## src/hdl/sparse_compact_index_map_macros.svh

```systemverilog
// Assertion helpers for the RTL of the index map.
`ifndef SPARSE_COMPACT_INDEX_MAP_MACROS_SVH
`define SPARSE_COMPACT_INDEX_MAP_MACROS_SVH

// The consequent must hold in the same cycle as the antecedent.
`define SCIM_ASSERT_IMPL(label, clk, rst_n, ante, cons) \
    label: assert property (@(posedge clk) disable iff (!rst_n) (ante) |-> (cons)) \
        else $error("sparse_compact_index_map: same-cycle check failed");

// The consequent must hold in the cycle after the antecedent.
`define SCIM_ASSERT_NEXT(label, clk, rst_n, ante, cons) \
    label: assert property (@(posedge clk) disable iff (!rst_n) (ante) |=> (cons)) \
        else $error("sparse_compact_index_map: next-cycle check failed");

`endif

```

## src/hdl/scim_ram.sv

```systemverilog
`timescale 1ns / 1ps

module scim_ram #(
    parameter int WIDTH = 8,
    parameter int DEPTH = 16
) (
    input  logic                     i_clk,
    input  logic                     i_we,
    input  logic [$clog2(DEPTH)-1:0] i_waddr,
    input  logic [WIDTH-1:0]         i_wdata,
    input  logic                     i_re,
    input  logic [$clog2(DEPTH)-1:0] i_raddr,
    output logic [WIDTH-1:0]         o_rdata
);

    logic [WIDTH-1:0] r_mem [DEPTH];
    logic [WIDTH-1:0] r_rdata;

    always_ff @(posedge i_clk) begin
        if (i_we) begin
            r_mem[i_waddr] <= i_wdata;
        end
        if (i_re) begin
            r_rdata <= r_mem[i_raddr];
        end
    end

    assign o_rdata = r_rdata;

endmodule

```

## config.mk

```make
export PLATFORM = sky130hd
export DESIGN_NAME = scim_ram
export DESIGN_NICKNAME = d
export VERILOG_FILES = /design/src/hdl/sparse_compact_index_map_macros.svh /design/src/hdl/scim_ram.sv
export SDC_FILE = /design/constraint.sdc
export NUM_CORES = 1
export LEC_CHECK = 0
export BUFFER_PORTS_ARGS = -buffer_cell sky130_fd_sc_hd__buf_2
export CORE_MARGIN = 10
export CORE_UTILIZATION = 50
export CTS_CLUSTER_SIZE = 28
export DETAILED_ROUTE_END_ITERATION = 8
export GPL_TIMING_DRIVEN = 0
export PLACE_DENSITY = 0.67
export RECOVER_POWER = 100
export SLEW_MARGIN = 20
export SYNTH_ARGS = -nofsm -noshare
export SYNTH_HDL_FRONTEND = slang
export SYNTH_SLANG_ARGS = --single-unit
```

## constraint.sdc

```tcl
create_clock -name i_clk -period 6.1 [get_ports i_clk]
set_clock_uncertainty 0.15 [all_clocks]
set_input_delay 1.22 -clock i_clk [delete_from_list [all_inputs] [get_ports i_clk]]
set_output_delay 1.22 -clock i_clk [all_outputs]
set_load 0.005 [all_outputs]
```

==> impl_metrics.env, run 1 <==
export IMPL_synth_cells=229
export IMPL_routedWlPerCell_um=22.8
export IMPL_relSlewSlack=0.176
export IMPL_cts_max_level=4
export IMPL_p_comb_frac=0.042
export IMPL_final_area_um2=6110
export IMPL_antenna_found_initial=0
export IMPL_first_pass_iters=5
export IMPL_tightestPinTransition_ns=1.23
export IMPL_die_height_um=122
export IMPL_pwr_share_clk=0.480
export IMPL_cts_tree="built"
export IMPL_routed_wl_mm=9.62
export IMPL_power_total_mw=2.22
export IMPL_worst_path_max_delay_cell="mux4_1"
export IMPL_final_util=0.594
export IMPL_post_cts_resized=0
export IMPL_clk_path_buf_depth=2
export IMPL_portBuffers=25
export IMPL_clk_pin_slew_worst_paths_ns=0.06
export IMPL_p_seq_frac=0.477
export IMPL_crit_type="input port to flip-flop"
export IMPL_cap_violations=0
export IMPL_status="finished clean"
export IMPL_syn_area_um2=5230
export IMPL_final_max_slew_viol_count=0
export IMPL_clock_latency_ns=0.51
export IMPL_period_share=0.513
export IMPL_path_cells="clkbuf_1 > clkbuf_1 > mux4_1 > a22oi_1 > nand2_1"
export IMPL_place_congestion=0.717
export IMPL_rows=37
export IMPL_nets=292
export IMPL_p_sw_uw=425
export IMPL_grt_pass1_vias=2423
export IMPL_diodes=0
export IMPL_vias=2352
export IMPL_yosysWarnings=0
export IMPL_arrival_ns=3.23
export IMPL_rsz0062_at_grt="false"
export IMPL_root_buffer="clkbuf_8"
export IMPL_p_leak_nw=2.00
export IMPL_grt_max_degree=17
export IMPL_cp_buffers_inverters=2
export IMPL_p_per_area_nw_per_um2=363
export IMPL_hold_class="flip-flop to flip-flop"
export IMPL_ir_drop_uv=188
export IMPL_postPlaceCellArea_um2=5540
export IMPL_min_period_ns=3.13
export IMPL_syn_nets=248
export IMPL_clock_sinks=136
export IMPL_startpoint_type="input port"
export IMPL_area_delta_synth_final_pct=16.9
export IMPL_drive_gt1_frac=0.220
export IMPL_synth_seq_cells=136
export IMPL_dp_hpwl_mm=6.04
export IMPL_fill_cells=749
export IMPL_cts_hold_fix_buffers=0
export IMPL_hold_viol=0
export IMPL_internal_power_mw=1.79
export IMPL_io_pins=27
export IMPL_path_max_fanout=10
export IMPL_syn_area_per_cell_um2=22.8
export IMPL_cp_top_family="buffers and inverters"
export IMPL_overflow=0
export IMPL_crit_top_cell="clkbuf_1"
export IMPL_drc=0
export IMPL_fin_setup_tns_ns=0
export IMPL_ys_seq_area_frac=0.781
export IMPL_clock_fmax_mhz=319
export IMPL_grt_pass1_wl_mm=14.7
export IMPL_grt_util_all_layers=0.139
export IMPL_ant_nets=0
export IMPL_switching_share=0.192
export IMPL_core_area_um2=10300
export IMPL_whs_ns=0.603
export IMPL_numCtsBuffers=17
export IMPL_start_util=0.509
export IMPL_die_area_um2=14900
export IMPL_dieWidth_um=122
export IMPL_critPathMaxStageDelay_ns=0.68
export IMPL_cp_end_kind="flip-flop"
export IMPL_vias_per_cell=5.57
export IMPL_synth_cell_type_count=18
export IMPL_required_ns=6.20
export IMPL_postCtsSetupBuffers=0
export IMPL_finalSetupViolCount=0
export IMPL_first_iter_violations=184
[worst register-to-register path: cells and delay by family, from the launching register on]
kind	cells	cell delay (ns)
muxes	1	0.54
DFF	1	0.36
AOI/OAI and AO/OA	1	0.26
and+or+nand+nor	1	0.12
[kinds of logic after synthesis]
group	Yosys count	synth area share
compound gates	16	0.0230
buf+inv	10	0.0165
flops	136	0.781
mux	32	0.148
simple gates	35	0.0314
[registers in the layout, indices dropped and copies added (netlist names)]
name,cells
r_mem,128
o_rdata,8
[synthesized netlist by cell type]
master           instances  area [um2]
a22oi_1                 16         120
and2_1                   1        6.26
and2b_1                  1        7.51
buf_2                    3        15.0
buf_4                    1        7.51
buf_6                    3        33.8
clkdlybuf4s25_2          3        30.0
edfxtp_1               136        4080
mux4_1                  14         368
mux4_2                  18         405
nand2_1                  9        33.8
nand2b_1                 2        12.5
nand3_1                  1        5.00
nand3b_1                 2        15.0
nor2_1                  13        48.8
nor2b_1                  1        6.26
nor3_1                   4        20.0
or3b_2                   1        8.76
[layer usage]
metal	vias to the layer above	global-route usage	wire, um	share of wire
met4	0	0.0619	157	0.016
li1	1069	-	-	-
met3	10	0.0395	600	0.062
met1	1200	0.195	4260	0.44
met5	-	0	0	0
met2	73	0.199	4610	0.48
[placed cells by master, fill, tap and decap left out]
| cell | instances |
|---|---|
| edfxtp_1 | 136 |
| clkbuf_1 | 20 |
| mux4_2 | 18 |
| a22oi_1 | 16 |
| clkbuf_16 | 16 |
| mux4_1 | 14 |
| nor2_1 | 13 |
| buf_2 | 11 |
| nand2_1 | 9 |
| bufinv_16 | 5 |
| nor3_1 | 4 |
| clkdlybuf4s25_2 | 3 |
| clkinv_1 | 3 |
| clkinv_4 | 3 |
| nand3b_1 | 2 |
| nand2b_1 | 2 |
| clkinv_2 | 2 |
| nor2b_1 | 1 |
| buf_4 | 1 |
| and2_1 | 1 |
| and2b_1 | 1 |
| buf_6 | 1 |
| nand3_1 | 1 |
| or3b_2 | 1 |
| clkbuf_8 | 1 |
| clkinvlp_4 | 1 |
[power groups by stage]
stage	clock network (mW)	registers, mW	logic, mW
2_1_floorplan	0	1.08	0.0531
3_3_place_gp	0	1.08	0.0964
3_5_place_dp	0	1.08	0.0988
4_1_cts	1.08	1.06	0.0992
5_1_grt	1.12	1.06	0.103
6_report	1.06	1.06	0.0936
[final timing paths]
kind	from	end	slack, ns	depth (start not counted)
worst max register to register	r_mem[5][0]	o_rdata[0]	4.40	3
worst min-delay path	r_mem[11][3]	o_rdata[3]	0.60	3
worst min register to register	r_mem[11][3]	o_rdata[3]	0.60	3
worst max-delay path	i_raddr[0]	o_rdata[0]	2.97	5
[metrics by stage]
stage | std cells | setup WS (ns)
2_1_floorplan | 229 | 3.24
3_3_place_gp | 390 | 2.66
3_5_place_dp | 390 | 3.02
4_1_cts | 422 | 3.56
5_1_grt | 422 | 2.78
6_report | 422 | 2.97
[layout make-up]
cell class | instances | area (um2) | area share
clock buffers | 18 | 418 | 0.0684
plain buffers | 10 | 71.3 | 0.0117
clock inverters | 14 | 205 | 0.0336
repair buffers | 25 | 104 | 0.0170
well taps | 136 | 170 | 0.0279
multi-input cells | 83 | 1060 | 0.173
flip-flops and latches | 136 | 4080 | 0.668
Note: power is estimated with default switching activity, not from simulation.
==> run 2, diff against run 1 <==
==> constraint.sdc (replaced) <==
create_clock -name i_clk -period 3.1 [get_ports i_clk]
set_clock_uncertainty 0.15 [all_clocks]
set_input_delay 0.62 -clock i_clk [delete_from_list [all_inputs] [get_ports i_clk]]
set_output_delay 0.62 -clock i_clk [all_outputs]
set_load 0.005 [all_outputs]
==> run 2 against run 1 <==
Effect of this change:
- combinational power grew 98%
- setup slack lost 2.2 ns
- critical path type unchanged
- sequential power grew 96%
- register-to-register slack lost 3.0 ns
- utilization grew 0.073 points
- total power grew 97%
- die area is the same
- worst hold slack lost 0.22 ns
- routed wire length is essentially flat
- count of clock-buffer cells in the layout is the same
- non-clock buffer count is the same
- sequential cell count is the same
==> impl_metrics.env, run 2 (synthesized netlist as in run 1, its figures left out) <==
export IMPL_cp_depth=5
export IMPL_regMostFlops="r_mem"
export IMPL_drive_gt1_frac=0.224
export IMPL_antenna_found_initial=0
export IMPL_crit_type="input port to flip-flop"
export IMPL_dp_hpwl_mm=6.04
export IMPL_hold_viol=0
export IMPL_cp_end_kind="flip-flop"
export IMPL_finalSetupViolCount=0
export IMPL_cts_max_level=4
export IMPL_cap_violations=0
export IMPL_postPlaceCellArea_um2=5540
export IMPL_die_height_um=122
export IMPL_worst_path_max_delay_cell="mux4_1"
export IMPL_final_area_um2=6120
export IMPL_cp_top_family="buffers and inverters"
export IMPL_reg2reg_slack_ns=1.40
export IMPL_largest_register_ffs=128
export IMPL_numCtsBuffers=17
export IMPL_grt_max_degree=17
export IMPL_area_delta_synth_final_pct=17.0
export IMPL_final_cell_mix="edfxtp_1 (136), clkbuf_1 (19), mux4_2 (18), a22oi_1 (16), clkbuf_16 (16)"
export IMPL_hold_class="input port to flip-flop"
export IMPL_path_cells="buf_6 > clkbuf_1 > mux4_1 > a22oi_1 > nand2_1"
export IMPL_hold_start="i_re"
export IMPL_grt_pass1_wl_mm=14.7
export IMPL_io_pins=27
export IMPL_dieWidth_um=122
export IMPL_r2r_cells=3
export IMPL_clock_sinks=136
export IMPL_period_share=0.745
export IMPL_final_cells=422
export IMPL_clock_fmax_mhz=433
export IMPL_highest_layer="met4"
export IMPL_fill_cells=749
export IMPL_reg2reg_to="o_rdata[0]"
export IMPL_first_iter_violations=184
export IMPL_startpoint_type="input port"
export IMPL_vias_per_cell=5.57
export IMPL_start_util=0.509
export IMPL_hold_end="o_rdata[2]"
export IMPL_status="finished clean"
export IMPL_relSlewSlack=0.176
export IMPL_place_congestion=0.717
export IMPL_first_pass_iters=5
export IMPL_dpl_worst_slack_ns=0.620
export IMPL_root_buffer="clkbuf_8"
export IMPL_final_common_cell="edfxtp_1"
export IMPL_dp_cells=390
export IMPL_ant_nets=0
export IMPL_final_max_slew_viol_count=0
export IMPL_wl_met2_mm=4.61
export IMPL_cp_buffers_inverters=2
export IMPL_post_cts_resized=0
export IMPL_overflow=0
export IMPL_postCtsSetupBuffers=0
export IMPL_rows=37
export IMPL_fin_ws_ns=0.790
export IMPL_p_per_area_nw_per_um2=713
export IMPL_m1WireLength_mm=4.26
export IMPL_arrival_ns=2.41
export IMPL_routed_wl_mm=9.63
export IMPL_ir_drop_uv=370
export IMPL_r2r_start="r_mem[5][0]"
export IMPL_p_leak_nw=2.00
export IMPL_grt_util_all_layers=0.139
export IMPL_clock_latency_ns=0.51
export IMPL_fin_setup_tns_ns=0
export IMPL_clk_pin_slew_worst_paths_ns=0.06
export IMPL_core_area_um2=10300
export IMPL_clk_path_buf_depth=2
export IMPL_nets=292
export IMPL_cts_hold_fix_buffers=0
export IMPL_tightestPinTransition_ns=1.23
export IMPL_critPathMaxStageDelay_ns=0.68
export IMPL_met3_length_um=600
export IMPL_portBuffers=25
export IMPL_diodes=0
export IMPL_vias=2350
export IMPL_grt_pass1_vias=2423
export IMPL_routedWlPerCell_um=22.8
export IMPL_drc=0
export IMPL_rsz0062_at_grt="false"
export IMPL_min_period_ns=2.31
export IMPL_cts_tree="built"
export IMPL_hold_path_cell_count=1
export IMPL_path_max_fanout=10
export IMPL_die_area_um2=14900
export IMPL_required_ns=3.20
run 2: final cells by class:
class | instances | area [um2] | share of cell area
sequential | 136 | 4080 | 0.668
multi-input combinational | 83 | 1060 | 0.173
clock buffer | 18 | 418 | 0.0683
clock inverter | 14 | 205 | 0.0335
tap | 136 | 170 | 0.0278
timing repair buffer | 25 | 104 | 0.0170
buffer | 10 | 78.8 | 0.0129
run 2: worst max path at each step:
stage	to	slack, ns	startpoint
global route	o_rdata[0]	0.64	i_raddr[0]
finish	o_rdata[0]	0.79	i_raddr[0]
CTS	r_mem[2][0]	1.16	i_waddr[2]
detailed placement	r_mem[2][3]	0.62	i_waddr[2]
floorplan	r_mem[0][0]	0.84	i_waddr[2]
global placement	r_mem[0][7]	0.26	i_waddr[2]
run 2: per-layer routing:
layer,vias up,track usage
li1,1069,-
met2,72,0.199
met5,-,0
met4,0,0.0619
met3,10,0.0395
met1,1199,0.195
run 2: through the flow:
stage | power [mW] | hold slack [ns] | util
floorplan | 2.22 | 0.555 | -
detailed placement | 2.31 | 0.592 | 0.539
global route | 4.49 | 0.378 | 0.595
finish | 4.36 | 0.379 | 0.595
global placement | 2.31 | 0.585 | 0.537
CTS | 4.39 | 0.276 | 0.600
run 2: power by group:
part	total, mW	switching [mW]	internal (mW)
combinational	0.185	0.111	0.0746
sequential	2.08	0.00872	2.07
clock	2.09	0.715	1.38
run 2: worst reg2reg max path, delay by kind of cell (launching register included):
kind | cells | cell delay [ns]
and+or+nand+nor | 1 | 0.12
AOI/OAI and AO/OA | 1 | 0.26
DFF | 1 | 0.36
muxes | 1 | 0.55
==> run 3, diff against run 2 <==
--- a/config.mk
+++ b/config.mk
@@ -11,7 +11,7 @@
 export CTS_CLUSTER_SIZE = 28
 export DETAILED_ROUTE_END_ITERATION = 8
 export GPL_TIMING_DRIVEN = 0
-export PLACE_DENSITY = 0.67
+export PLACE_DENSITY = 0.7
 export RECOVER_POWER = 100
 export SLEW_MARGIN = 20
 export SYNTH_ARGS = -nofsm -noshare
==> constraint.sdc (replaced) <==
create_clock -name i_clk -period 2 [get_ports i_clk]
set_clock_uncertainty 0.15 [all_clocks]
set_input_delay 0.4 -clock i_clk [delete_from_list [all_inputs] [get_ports i_clk]]
set_output_delay 0.4 -clock i_clk [all_outputs]
set_load 0.005 [all_outputs]
==> run 3 against run 2 <==
Effect of this change:
- register-to-register slack got worse by 1.1 ns
- clock power rose by 66%
- non-clock buffer count did not move
- critical path depth fell by 2
- design area rose by 0.90%
- largest cell class unchanged
- largest power group unchanged
==> impl_metrics.env, run 3 (synthesized netlist as in run 1, its figures left out) <==
export IMPL_status="finished clean"
export IMPL_diodes=0
export IMPL_period_share=0.855
export IMPL_p_per_area_nw_per_um2=1130
export IMPL_finalSetupViolCount=0
export IMPL_cts_tree="built"
export IMPL_post_cts_resized=0
export IMPL_place_congestion=0.714
export IMPL_hold_viol=0
export IMPL_relSlewSlack=0.210
export IMPL_crit_type="input port to flip-flop"
export IMPL_regMostFlops="r_mem"
export IMPL_path_max_fanout=8
export IMPL_postCtsSetupBuffers=0
export IMPL_die_area_um2=14900
export IMPL_clock_fmax_mhz=585
export IMPL_largest_register_ffs=128
export IMPL_grt_busiest_layer="met2"
export IMPL_tightestPinTransition_ns=1.18
export IMPL_required_ns=2.00
export IMPL_cts_max_level=4
export IMPL_grt_max_degree=17
export IMPL_reg2reg_to="o_rdata[0]"
export IMPL_vias_per_cell=5.66
export IMPL_overflow=0
export IMPL_p_leak_nw=2.03
export IMPL_dp_hpwl_mm=6.24
export IMPL_min_period_ns=1.71
export IMPL_root_buffer="clkbuf_8"
export IMPL_drive_gt1_frac=0.227
export IMPL_final_common_cell="edfxtp_1"
export IMPL_fin_setup_tns_ns=0
export IMPL_arrival_ns=1.71
export IMPL_startpoint_type="input port"
export IMPL_cap_violations=0
export IMPL_met3_usage=0.0386
export IMPL_nets=292
export IMPL_grtUsageMet1=0.190
export IMPL_final_cell_mix="edfxtp_1 (136), clkbuf_1 (22), mux4_2 (18), a22oi_1 (16), clkbuf_16 (16)"
export IMPL_routed_wl_mm=9.90
export IMPL_cp_end_kind="flip-flop"
export IMPL_first_pass_iters=4
export IMPL_clk_path_buf_depth=2
export IMPL_grt_util_all_layers=0.143
export IMPL_clk_pin_slew_worst_paths_ns=0.06
export IMPL_whs_ns=0.142
export IMPL_area_delta_synth_final_pct=18.1
export IMPL_ir_drop_uv=680
export IMPL_core_area_um2=10300
export IMPL_numCtsBuffers=17
export IMPL_r2r_start="r_mem[3][0]"
export IMPL_power_total_mw=6.99
export IMPL_rows=37
export IMPL_die_height_um=122
export IMPL_hold_class="input port to flip-flop"
export IMPL_final_max_slew_viol_count=0
export IMPL_grtUsageMet2=0.215
export IMPL_grt_pass1_vias=2516
export IMPL_final_util=0.601
export IMPL_antenna_found_initial=0
export IMPL_cts_hold_fix_buffers=0
export IMPL_io_pins=27
export IMPL_hold_end="o_rdata[2]"
export IMPL_hold_start="i_re"
export IMPL_hold_path_cell_count=1
export IMPL_ant_nets=0
export IMPL_vias=2388
export IMPL_clock_sinks=136
export IMPL_routedWlPerCell_um=23.5
export IMPL_first_iter_violations=265
export IMPL_clock_latency_ns=0.52
export IMPL_reg2reg_slack_ns=0.29
export IMPL_drc=0
export IMPL_portBuffers=25
export IMPL_r2r_cells=3
export IMPL_start_util=0.509
export IMPL_dieWidth_um=122
export IMPL_rsz0062_at_grt="false"
export IMPL_grt_pass1_wl_mm=15.0
## run 3: cell count changes in the layout (fill, tap and decap cells not counted), sizes merged
cell	previous run	this run
buf	14	15
bufinv	5	7
clkbuf	36	39
clkinv	8	3
clkinvlp	1	0
## run 3: per-stage QoR
step / setup WS, ns / instances / instance area (um2)
after global routing: 0.150 / 422 / 6170
after CTS: 0.297 / 422 / 6200
after global placement: -0.333 / 390 / 5530
after detailed placement: -0.231 / 390 / 5540
after floorplan: 0.168 / 229 / 5230
final: 0.290 / 422 / 6170
## run 3: how the worst max path moves through the flow
stage                              end        start  slack, ns
after global placement     r_mem[8][3]   i_waddr[2]      -0.33
after global routing      r_mem[12][2]         i_we       0.15
after detailed placement   r_mem[1][2]   i_waddr[2]      -0.23
after floorplan             o_rdata[1]   i_raddr[0]       0.17
after CTS                   o_rdata[7]  r_mem[3][7]       0.30
final                      r_mem[1][1]         i_we       0.29
## run 3: power by group
| part | switching, mW | leakage (nW) | internal [mW] |
|---|---|---|---|
| Sequential | 0.0139 | 1.24 | 3.21 |
| Clock | 1.08 | 0.316 | 2.39 |
| Combinational | 0.175 | 0.474 | 0.118 |
| Total | 1.27 | 2.03 | 5.72 |
## run 3: critical path: stages
cell      delay, ns
clkbuf_1       0.14
or3b_2         0.53
nor2_1         0.64
## run 3: layer usage
| metal | share of wire | vias up | wire length, um |
|---|---|---|---|
| met5 | 0 | - | 0 |
| met4 | 0.017 | 0 | 168 |
| met3 | 0.068 | 7 | 676 |
| met2 | 0.50 | 85 | 4940 |
| met1 | 0.42 | 1226 | 4120 |
| li1 | - | 1070 | - |
## run 3: final cells by class
| class | count | area [um2] |
|---|---|---|
| clock inverters | 10 | 223 |
| flip-flops and latches | 136 | 4080 |
| plain buffers | 10 | 86.3 |
| repair buffers | 25 | 104 |
| fillers | 737 | 4110 |
| clock buffers | 22 | 433 |
| well taps | 136 | 170 |
| multi-input cells | 83 | 1070 |
